<file path="src/rtl/core/phd_pkg.sv">
// Packet header deframer package: shared constants, result kinds, phase type
// and the result record passed between the parser and the output register.
// No dependencies.
package phd_pkg;

    localparam int BYTE_W       = 8;
    localparam int HEADER_BYTES = 7;
    localparam int CNT_W        = 3;
    localparam logic [CNT_W-1:0] STORE_DEPTH = CNT_W'(HEADER_BYTES - 1);
    localparam logic [BYTE_W-1:0] MAX_PAYLOAD_RESET = 8'hFF;
    localparam int TDATA_W      = 64;
    localparam int TUSER_W      = 2;

    typedef enum logic [1:0] {
        KIND_HEADER  = 2'd0,
        KIND_PAYLOAD = 2'd1,
        KIND_ERROR   = 2'd2
    } kind_t;

    typedef enum logic {
        PHASE_HEADER  = 1'b0,
        PHASE_PAYLOAD = 1'b1
    } phase_t;

    typedef struct packed {
        kind_t       kind;
        logic [7:0]  src_node;
        logic [7:0]  dst_node;
        logic [7:0]  packet_id;
        logic [3:0]  ttl;
        logic [3:0]  packet_type;
        logic [7:0]  body_len;
        logic [15:0] crc;
        logic [7:0]  data;
        logic        last;
    } phd_result_t;

endpackage

</file>
<file path="src/rtl/core/packet_header_deframer.sv">
// Packet header deframer top level: config register, parser and output register.
// Depends on phd_pkg, phd_parser and phd_out_reg.
//
//  channel   direction  handshake              payload
//  s_        in         s_tvalid / s_tready    rx_byte
//  m_        out        m_tvalid / m_tready    kind, header fields, data, last
//  cfg_      in         cfg_valid / cfg_ready  max_payload
//
// One byte is accepted per cycle while s_tready is high; a result appears on
// m_ in the cycle after the byte that causes it. Throughput is set by the single
// output register, which loads in the same cycle its previous result is taken.
// s_tready falls only while a result waits and m_tready is low.
// aresetn (synchronous) returns to header collection and sets max_payload to 255.
module packet_header_deframer import phd_pkg::*; (
    input  logic               aclk,
    input  logic               aresetn,
    input  logic               s_tvalid,
    output logic               s_tready,
    input  logic [BYTE_W-1:0]  s_tdata,   // [7:0] rx_byte
    output logic               m_tvalid,
    input  logic               m_tready,
    // [7:0] src_node, [15:8] dst_node, [23:16] packet_id, [27:24] ttl,
    // [31:28] packet_type, [39:32] body_len, [55:40] crc, [63:56] data
    output logic [TDATA_W-1:0] m_tdata,
    output logic [TUSER_W-1:0] m_tuser,   // [1:0] kind
    output logic               m_tlast,
    input  logic               cfg_valid,
    output logic               cfg_ready,
    input  logic [BYTE_W-1:0]  cfg_data   // [7:0] max_payload
);

    logic [BYTE_W-1:0] max_payload_reg;
    logic              in_accept;
    logic              res_valid;
    logic              free;
    phd_result_t       res;
    phd_result_t       out_res;

    assign cfg_ready = 1'b1;

    always_ff @(posedge aclk) begin
        if (!aresetn) begin
            max_payload_reg <= MAX_PAYLOAD_RESET;
        end else if (cfg_valid) begin
            max_payload_reg <= cfg_data;
        end
    end

    assign s_tready  = free;
    assign in_accept = s_tvalid && free;

    phd_parser u_parser (
        .aclk        (aclk),
        .aresetn     (aresetn),
        .in_accept   (in_accept),
        .in_byte     (s_tdata),
        .max_payload (max_payload_reg),
        .res_valid   (res_valid),
        .res         (res)
    );

    phd_out_reg u_out_reg (
        .aclk      (aclk),
        .aresetn   (aresetn),
        .load      (in_accept && res_valid),
        .load_res  (res),
        .out_ready (m_tready),
        .out_valid (m_tvalid),
        .free      (free),
        .out_res   (out_res)
    );

    assign m_tdata = {out_res.data, out_res.crc, out_res.body_len,
                      out_res.packet_type, out_res.ttl, out_res.packet_id,
                      out_res.dst_node, out_res.src_node};
    assign m_tuser = out_res.kind;
    assign m_tlast = out_res.last;

    a_error_last: assert property (@(posedge aclk) disable iff (!aresetn)
        m_tvalid && m_tuser == KIND_ERROR |-> m_tlast)
        else $error("error result without last");

    a_payload_no_header: assert property (@(posedge aclk) disable iff (!aresetn)
        m_tvalid && m_tuser == KIND_PAYLOAD |-> m_tdata[55:0] == '0)
        else $error("payload result carries header fields");

    a_header_no_data: assert property (@(posedge aclk) disable iff (!aresetn)
        m_tvalid && m_tuser != KIND_PAYLOAD |-> m_tdata[63:56] == '0)
        else $error("non-payload result carries data");

    a_empty_header_last: assert property (@(posedge aclk) disable iff (!aresetn)
        m_tvalid && m_tuser == KIND_HEADER && m_tlast |-> m_tdata[39:32] == '0)
        else $error("header closed a packet that has payload");

endmodule

</file>
<file path="src/rtl/core/phd_parser.sv">
// Header/payload parser: phase register, header byte capture, payload countdown.
// Builds one result record per qualifying byte. Depends on phd_pkg.
module phd_parser import phd_pkg::*; (
    input  logic              aclk,
    input  logic              aresetn,
    input  logic              in_accept,
    input  logic [BYTE_W-1:0] in_byte,
    input  logic [BYTE_W-1:0] max_payload,
    output logic              res_valid,
    output phd_result_t       res
);

    phase_t             phase_reg, phase_next;
    logic [CNT_W-1:0]   count_reg, count_next;
    logic [BYTE_W-1:0]  left_reg, left_next;
    logic [BYTE_W-1:0]  store_reg [HEADER_BYTES-1];

    always_ff @(posedge aclk) begin
        if (!aresetn) begin
            phase_reg <= PHASE_HEADER;
            count_reg <= '0;
            left_reg  <= '0;
        end else if (in_accept) begin
            phase_reg <= phase_next;
            count_reg <= count_next;
            left_reg  <= left_next;
        end
    end

    // header bytes 0..5; the crc low byte is used straight from the input
    always_ff @(posedge aclk) begin
        if (in_accept && phase_reg == PHASE_HEADER && count_reg < STORE_DEPTH) begin
            store_reg[count_reg] <= in_byte;
        end
    end

    always_comb begin
        phase_next = phase_reg;
        count_next = count_reg;
        left_next  = left_reg;
        res_valid  = 1'b0;
        res        = '0;
        res.kind   = KIND_HEADER;
        case (phase_reg)
            PHASE_PAYLOAD: begin
                res_valid = 1'b1;
                res.kind  = KIND_PAYLOAD;
                res.data  = in_byte;
                if (left_reg <= 8'd1) begin
                    res.last   = 1'b1;
                    left_next  = '0;
                    phase_next = PHASE_HEADER;
                end else begin
                    left_next = left_reg - 8'd1;
                end
            end
            PHASE_HEADER: begin
                if (count_reg < STORE_DEPTH) begin
                    count_next = count_reg + CNT_W'(1);
                end else begin
                    res_valid       = 1'b1;
                    count_next      = '0;
                    res.src_node    = store_reg[0];
                    res.dst_node    = store_reg[1];
                    res.packet_id   = store_reg[2];
                    res.ttl         = store_reg[3][7:4];
                    res.packet_type = store_reg[3][3:0];
                    res.body_len    = store_reg[4];
                    res.crc         = {store_reg[5], in_byte};
                    left_next       = '0;
                    if (store_reg[4] > max_payload) begin
                        res.kind = KIND_ERROR;
                        res.last = 1'b1;
                    end else if (store_reg[4] == '0) begin
                        res.last = 1'b1;
                    end else begin
                        left_next  = store_reg[4];
                        phase_next = PHASE_PAYLOAD;
                    end
                end
            end
            default: begin
                phase_next = PHASE_HEADER;
            end
        endcase
    end

endmodule

</file>
<file path="src/rtl/core/phd_out_reg.sv">
// Output register for result records: holds one result until the sink takes it.
// Loads in the same cycle the previous one leaves. Depends on phd_pkg.
module phd_out_reg import phd_pkg::*; (
    input  logic        aclk,
    input  logic        aresetn,
    input  logic        load,
    input  phd_result_t load_res,
    input  logic        out_ready,
    output logic        out_valid,
    output logic        free,
    output phd_result_t out_res
);

    logic        valid_reg;
    phd_result_t res_reg;

    assign free      = !valid_reg || out_ready;
    assign out_valid = valid_reg;
    assign out_res   = res_reg;

    always_ff @(posedge aclk) begin
        if (!aresetn) begin
            valid_reg <= 1'b0;
        end else if (load) begin
            valid_reg <= 1'b1;
        end else if (out_ready) begin
            valid_reg <= 1'b0;
        end
    end

    always_ff @(posedge aclk) begin
        if (load) begin
            res_reg <= load_res;
        end
    end

endmodule
</file>
<file path="config.mk">
export PLATFORM = sky130hd
export DESIGN_NAME = packet_header_deframer
export DESIGN_NICKNAME = d
export VERILOG_FILES = /design/src/rtl/core/phd_pkg.sv /design/src/rtl/core/packet_header_deframer.sv /design/src/rtl/core/phd_parser.sv /design/src/rtl/core/phd_out_reg.sv
export SDC_FILE = /design/constraint.sdc
export NUM_CORES = 1
export LEC_CHECK = 0
export BUFFER_PORTS_ARGS = -buffer_cell sky130_fd_sc_hd__buf_2
export CAP_MARGIN = 30
export CORE_MARGIN = 1.5
export CORE_UTILIZATION = 40
export CTS_CLUSTER_DIAMETER = 50
export DETAILED_ROUTE_END_ITERATION = 7
export HOLD_SLACK_MARGIN = 0.12
export MAX_ROUTING_LAYER = met4
export PLACE_DENSITY_LB_ADDON = 0.2
export SLEW_MARGIN = 30
export SYNTH_ARGS = -nofsm -noshare
export SYNTH_HDL_FRONTEND = slang
export SYNTH_SLANG_ARGS = --single-unit
</file>
<file path="constraint.sdc">
create_clock -name aclk -period 3.8 [get_ports aclk]
set_input_delay 0.19 -clock aclk [delete_from_list [all_inputs] [get_ports aclk]]
set_output_delay 0.19 -clock aclk [all_outputs]
set_load 0.05 [all_outputs]
</file>
==> results of run 1 <==
layout by cell type, fill, tap and decap left out, types with 6 or more instances in the layout:
| master | netlist | routed |
|---|---|---|
| edfxtp_1 | 115 | 115 |
| buf_2 | 1 | 89 |
| and2_1 | 64 | 64 |
| dfxtp_1 | 21 | 21 |
| nand2_1 | 19 | 19 |
| clkbuf_16 | 0 | 17 |
| inv_1 | 12 | 12 |
| nor2_1 | 13 | 12 |
| a21oi_1 | 11 | 11 |
| ha_1 | 11 | 11 |
| o211ai_1 | 10 | 10 |
| dlygate4sd3_1 | 0 | 10 |
| nand3_1 | 7 | 7 |
| o21ai_0 | 7 | 7 |
| nor4_1 | 6 | 6 |
power by group:
| group | internal, uW | switching (uW) |
|---|---|---|
| logic | 62.8 | 135 |
| registers | 1650 | 19.8 |
| clock network | 1020 | 578 |
final timing paths:
kind | from | to | slack, ps
max reg2reg | u_parser.count_reg[1] | u_out_reg.out_res[54] | 1450
min | s_tdata[2] | u_parser.store_reg[1][2] | 120
min reg2reg | max_payload_reg[2] | max_payload_reg[2] | 500
max | u_parser.count_reg[1] | u_out_reg.out_res[54] | 1450
cells in the mapped netlist, types with 4 or more instances:
cell,instances
inv_1,12
nor3_1,6
nor4_1,6
clkbuf_1,13
o211ai_1,10
a21oi_1,11
dfxtp_1,21
nand3_1,7
nor2_1,13
o21ai_0,7
edfxtp_1,115
nand2_1,19
and2_1,64
ha_1,11
nand4_1,4
logic make-up (layout without fill, tap and decap cells):
family	Yosys count	in the layout	synth area share (%)
fa+ha+maj	11	11	2.61
flops	136	136	73.3
other cells	1	1	0.0710
mux	2	2	0.403
xor+xnor	1	1	0.166
buf+inv	31	149	2.44
compound gates	47	47	6.49
simple gates	134	134	14.5
routing by layer:
layer	part of all wire [%]	wire length, um	global-route usage (%)	vias up
met1	47	4920	22.0	1512
li1	-	-	-	1549
met3	5.7	601	3.88	12
met5	0	0	-	-
met4	1.5	161	6.86	0
met2	46	4840	24.3	114
area by class of cell:
type	count	area share, %
inverters	14	0.795
well taps	172	3.26
multi-input cells	196	19.7
clock inverters	11	1.99
flip-flops and latches	136	58.6
clock buffers	20	6.61
repair buffers	104	9.01
metrics by stage:
| step | area [sq um] | hold WS, ps | total power (uW) | instances |
|---|---|---|---|---|
| 2_1_floorplan | 5280 | 289 | 1830 | 363 |
| 5_1_grt | 6610 | 122 | 3570 | 653 |
| 6_report | 6610 | 125 | 3460 | 653 |
| 4_1_cts | 6610 | 124 | 3490 | 653 |
| 3_3_place_gp | 5930 | 407 | 1890 | 612 |
| 3_5_place_dp | 5940 | 413 | 1890 | 612 |
worst max-delay path: stages, from the launching register on:
cell and delay, ps:
dfxtp_1 570, a21o_1 180, nand3_1 370, inv_2 490
buf_12 310
timing repair:
item                      4_1_cts  5_1_grt
buffers inserted                0        0
hold endpoints to repair       14        0
hold buffers                   10        0
==> out/metrics.cfg, run 1 <==
[synthesis]
yosys_warnings=0
synth_cell_types=48
syn-mean-instance-area_sq_um=14.6
async_reset_ff_share_pct=0
syn_nets=395
yosys.area.top_type=edfxtp_1
yosysSeqAreaShare_pct=73.3
syn_area_sq_um=5280
synthTopCellsByArea=edfxtp_1, dfxtp_1, and2_1
synth_top_area_share_pct=65.4
synth_seq_cells=136
syn_inst=363
synth-edff-count=115
synth-main-ff-cell=edfxtp_1

[placement]
pre_cts_slack_ps=1480
io_buffers=89
dp_hpwl_um=6840
gp_congestion=0.922

[clocking]
insertion_delay_ps=410
cts_sinks=136
clkTransAtPathRegs_ps=60
ctsHtreeMaxLevel=4
numCtsBuffers=17
cts_resized=0
cts_tree=built
clockBufferDepth=2
root_buffer=clkbuf_16

[critical_path]
cp-end-kind=flip-flop
cp-start-kind=flip-flop
worst-path-max-fanout=57
reg2reg_depth=4
worstSetupPathType=reg2reg
critPathRequiredTime_ps=3870
arrival_ps=2420

[timing]
fmax_mhz=425
setup_violations=0
rsz0062_at_grt=false
skew_ps=12.9
worst_pin_slew_ps=714
finalHoldViolCount=0
maxSlewViolCount=0
timing.final.ws_setup_ps=1450
setup_tns_ps=0
timing.final.crit_share_pct=61.9
max-slew-margin-rel_pct=52.3
fin_crit_ps=2350

[floorplan]
die_w_um=118
die_y_um=118
initial_utilization_pct=41.4
ios=91
core_area_sq_um=12800
die-area_sq_um=13900
row_count=41

[drt]
drt-initial-drc-count=240
drt-total-wl_um=10500
drc=0
viasPerCell=4.88
firstDrtPassIters=5
wl_per_cell_um=16.1
ant_nets=0
num_vias=3187

[cells_and_area]
largest_reg_flops=67
diodes=0
nets=501
fin_util_pct=51.7
drive_gt1_share_pct=26.6
multi_input_area_sq_um=1300
area_growth_pct=25.1
final-seq-area_sq_um=3870
fillers=1094

[worst_hold_path]
min_path_type=in2reg
hold_depth=1

[global_route]
grt_pass1_wl_um=16800
grt_max_degree=58
grt.total_usage_pct=16.5
grt-ovfl-total=0
grt_pass1_vias=3107
antenna_found_initial=0

[job]
maxCapViolCount=0

[power]
p_leak_uw=0.00265
worst_ir_drop_vdd_mv=0.288
powerDensity_nw_per_um2=524

[status]
status=complete, no violations

(Power assumes the default switching activity.)
==> inputs of run 2 (changes only) <==
- clock period: 3.8 -> 1.95 ns (I/O delays scaled with it)
==> run 2 against run 1 <==
Net effect: register-to-register slack worse by 1400 ps; power is 97% higher; sequential cell count stayed put; critical path depth is 3 higher; non-clock buffer count is 48 higher; global-route usage is 1.6 points higher; setup slack worse by 1400 ps; final cell count is 7.4% higher; clock-buffer cell count is 2 lower; cell area is 8.4% higher; via count is 7.3% higher; die area stayed put; critical path type unchanged; largest cell class unchanged; highest routed layer unchanged.
==> out/metrics.cfg, run 2 (synthesis results as in run 1) <==
[clocking]
numCtsBuffers=17
ctsHtreeMaxLevel=4
cts_tree=built
clockBufferDepth=2
root_buffer=clkbuf_16
clkTransAtPathRegs_ps=60
insertion_delay_ps=410
cts_sinks=136

[cells_and_area]
final_area_sq_um=7160
drive_gt1_share_pct=30.1
final_common_cell=edfxtp_1
final_cell_mix=edfxtp_1, buf_2, and2_1, dlygate4sd3_1, buf_4
nets=549
largest_reg_flops=67
area_growth_pct=35.5
diodes=0

[floorplan]
core_area_sq_um=12800
row_count=41
die_y_um=118
die_w_um=118
die-area_sq_um=13900
ios=91
initial_utilization_pct=41.4

[critical_path]
worstSetupPathType=reg2reg
ff2ff_setup_slack_ps=90
worst-path-max-fanout=5
cp-end-kind=flip-flop
arrival_ps=2140
startpoint=u_parser.store_reg[4][0]
crit_end=u_out_reg.out_res[0]
rr_endpoint=u_out_reg.out_res[0]
worstPathCellList=inv_1 > ha_1 > nand4_1 > nor2_1 > a211o_1 > a311oi_2 > a41o_1
critPathSlowestCell=edfxtp_1
cp-start-kind=flip-flop
max_stage_delay_ps=400
critPathRequiredTime_ps=2230
r2r_start=u_parser.store_reg[4][0]
reg2reg_depth=7

[placement]
dp_hpwl_um=7370
io_buffers=89
pre_cts_slack_ps=52.8
gp_congestion=0.916
postPlaceCellArea_sq_um=6160

[power]
powerDensity_nw_per_um2=951
p_leak_uw=0.00287
worst_ir_drop_vdd_mv=0.427
power_uw=6810

[status]
status=complete, no violations

[timing]
setup_violations=0
timing.final.ws_setup_ps=91.6
max-slew-margin-rel_pct=62.4
fin_crit_ps=1860
rsz0062_at_grt=true
timing.final.crit_share_pct=95.3
fmax_mhz=538
maxSlewViolCount=0
worst_pin_slew_ps=562
setup_tns_ps=0
finalHoldViolCount=0
skew_ps=3.84

[worst_hold_path]
worstHoldStart=u_parser.store_reg[0][7]
min_path_type=reg2reg

[drt]
firstDrtPassIters=4
drt-initial-drc-count=212
wl_per_cell_um=16.3
viasPerCell=4.88
num_vias=3419
ant_nets=0
drt-total-wl_um=11400
drc=0

[global_route]
grt-ovfl-total=0
antenna_found_initial=0
grt.total_usage_pct=18.0
grt_max_degree=29
grt_pass1_wl_um=18400
grt_pass1_vias=3377

[job]
maxCapViolCount=0

[run 2: cell types whose count changed in the layout (fill, tap and decap cells not counted), sizes merged]
cell         before  now
buf              94  116
clkinv            8   10
dlygate4sd3      10   36
clkbuf           20   18
[run 2: report_power, final]
part           switching (uW)  total (uW)  internal (uW)
clock                    1120        3080           1960
combinational             294         476            182
sequential               32.9        3250           3220
[run 2: worst min-delay path by stage]
stage / to / cells after the start
after global routing: u_out_reg.out_res[38] / 1
after floorplan: u_parser.store_reg[0][0] / 0
after detailed placement: max_payload_reg[0] / 3
after CTS: u_out_reg.out_res[58] / 1
final: u_out_reg.out_res[64] / 1
after global placement: max_payload_reg[7] / 3
[run 2: per-stage QoR]
| step | util (%) | hold slack, ps | cells |
|---|---|---|---|
| after floorplan | - | 196 | 363 |
| after detailed placement | 48.2 | 324 | 630 |
| final | 56.0 | 514 | 701 |
| after global placement | 48.2 | 310 | 630 |
| after global routing | 56.0 | 536 | 701 |
| after CTS | 55.5 | 515 | 697 |
[run 2: area by class of cell]
type | instances | area (sq um)
Inverter | 14 | 57.6
Timing Repair Buffer | 152 | 1060
Sequential cell | 136 | 3870
Fill cell | 1040 | 5610
Multi-Input combinational cell | 196 | 1390
Clock buffer | 18 | 429
Clock inverter | 13 | 136
Tap cell | 172 | 215
[run 2: what timing repair did]
item,CTS,global route
buffers inserted,0,4
endpoints found under the setup margin,0,6
hold buffers,36,0
endpoints found under the hold margin,64,0
resized for setup,0,6
[run 2: routing by layer]
layer | GRT usage (%) | vias to the layer above | part of all wire, %
li1 | - | 1656 | -
met1 | 22.7 | 1647 | 46
met2 | 28.1 | 102 | 48
met3 | 5.28 | 14 | 4.7
met4 | 5.95 | 0 | 1.4
met5 | - | - | 0
[run 2: worst max-delay path: cells and delay by family, from the launching register on]
kind | cells | cell delay [ps]
simple gates | 2 | 170
buf+inv | 1 | 130
flops | 1 | 400
compound gates | 3 | 770
fa+ha+maj | 1 | 250
==> inputs of run 3 (changes only) <==
- CELL_PAD_IN_SITES_DETAIL_PLACEMENT: unset -> 0
- CELL_PAD_IN_SITES_GLOBAL_PLACEMENT: unset -> 2
- CORE_UTILIZATION: 40 -> 35
- REMOVE_ABC_BUFFERS: unset -> 1
- SKIP_LAST_GASP: unset -> 1
==> run 3 against run 2 <==
Net effect: the flow now finishes with violations (design-rule violations); routed wire length increased by 1.3%; utilization decreased by 6.6 points; clock skew increased by 6.7 ps; clock power increased by 9.7%; sequential power about the same; clock-buffer cell count decreased by 1; setup slack got worse by 43 ps; die area increased by 14%; global-route usage decreased by 2.3 points; combinational power increased by 1%.
==> out/metrics.cfg, run 3 (synthesis results as in run 1) <==
[placement]
dp_hpwl_um=7640
place_inst=647
gp_congestion=0.850
postPlaceCellArea_sq_um=6140
io_buffers=89

[status]
violations=design-rule violations
status=finished with violations

[drt]
firstDrtPassIters=6
viasPerCell=4.73
ant_nets=0
wl_per_cell_um=16.1
num_vias=3394
drt-total-wl_um=11600
drc=10
drt-initial-drc-count=250

[critical_path]
cp-end-kind=flip-flop
arrival_ps=2190
worst-path-max-fanout=6
cp-start-kind=flip-flop
critPathRequiredTime_ps=2240
worstSetupPathType=reg2reg

[floorplan]
die_y_um=126
core_area_sq_um=14600
initial_utilization_pct=36.1
ios=91
die-area_sq_um=15800
die_w_um=126
row_count=44

[cells_and_area]
nets=553
area_growth_pct=36.9
final_area_sq_um=7230
final_common_cell=edfxtp_1
largest_reg_flops=67
final_cell_mix=edfxtp_1, buf_2, and2_1, dlygate4sd3_1, buf_4
diodes=0
drive_gt1_share_pct=32.6
fin_util_pct=49.4
final_cells=718

[timing]
maxSlewViolCount=0
rsz0062_at_grt=true
timing.final.crit_share_pct=97.5
fin_crit_ps=1900
skew_ps=10.5
setup_violations=0
finalHoldViolCount=0
fmax_mhz=526

[clocking]
clockBufferDepth=2
cts_sinks=136
insertion_delay_ps=420
numCtsBuffers=17
ctsHtreeMaxLevel=4
clkTransAtPathRegs_ps=60
root_buffer=clkbuf_16
cts_tree=built

[global_route]
grt_max_degree=59
grt.total_usage_pct=15.8
antenna_found_initial=0
grt_pass1_vias=3364
grt_pass1_wl_um=18100
grt-ovfl-total=0

[power]
powerDensity_nw_per_um2=983
p_leak_uw=0.00291
worst_ir_drop_vdd_mv=0.605

[worst_hold_path]
min_path_type=reg2reg

[job]
maxCapViolCount=0

==> run 3: changes by cell type in the layout (fill, tap and decap cells not counted), moves of 2 or more <==
cell      change
clkinv_1      -8
buf_4         +7
clkinv_2      +4
buf_12        -2
clkinv_4      +2
ha_1          -2
ha_4          +2
inv_6         +2
nand3_1       +2
nand3_2       -2
==> run 3: area by class of cell <==
| type | count | area [sq um] |
|---|---|---|
| Fill cell | 1297 | 7410 |
| Clock buffer | 17 | 425 |
| Timing Repair Buffer | 156 | 1060 |
| Inverter | 14 | 52.6 |
| Clock inverter | 15 | 200 |
| Sequential cell | 136 | 3870 |
| Multi-Input combinational cell | 196 | 1390 |
| Tap cell | 184 | 230 |
==> run 3: repair_timing <==
action	4_1_cts	5_1_grt
hold endpoints to repair	77	0
hold buffers	35	0
setup buffers	0	4
endpoints found under the setup margin	1	6
gates resized for setup	1	10
pin swaps	0	7
==> run 3: worst max-delay path, cell delays in order, from the launching register on <==
cell and delay (ps):
edfxtp_1 380, inv_1 140, ha_1 250, nand4_1 130
nor2_2 60, a211o_4 340, a311oi_2 310, a41o_1 140
==> run 3: worst paths after layout <==
kind                                               start                     to  slack, ps  cells after the start
worst max-delay path            u_parser.store_reg[4][0]   u_out_reg.out_res[0]         50                      7
worst min-delay path            u_parser.store_reg[3][6]  u_out_reg.out_res[39]        510                      1
worst max register to register  u_parser.store_reg[4][0]   u_out_reg.out_res[0]         50                      7
worst min register to register  u_parser.store_reg[3][6]  u_out_reg.out_res[39]        510                      1
==> run 3: power breakdown <==
part / switching (uW) / internal, uW
combinational: 295 / 187
clock: 1240 / 2150
sequential: 31.0 / 3210
==> run 3: routing by layer <==
metal  GRT usage, %  share of wire [%]  vias up
li1               -                  -     1658
met1           19.5                 46     1636
met2           25.0                 48       81
met3           4.04                4.6       19
met4           5.88                1.6        0
met5              -                  0        -
==> run 3: metrics by stage <==
step                      total power [uW]  hold WS (ps)  worst slack, ps  TNS, ps
after detailed placement              3720           323             14.2        0
after CTS                             7160           502             7.91        0
after global placement                3710           315              128        0
final                                 7110           514             48.5        0
after floorplan                       3540           159             -804   -92400
after global routing                  7340           532            -14.7    -23.4
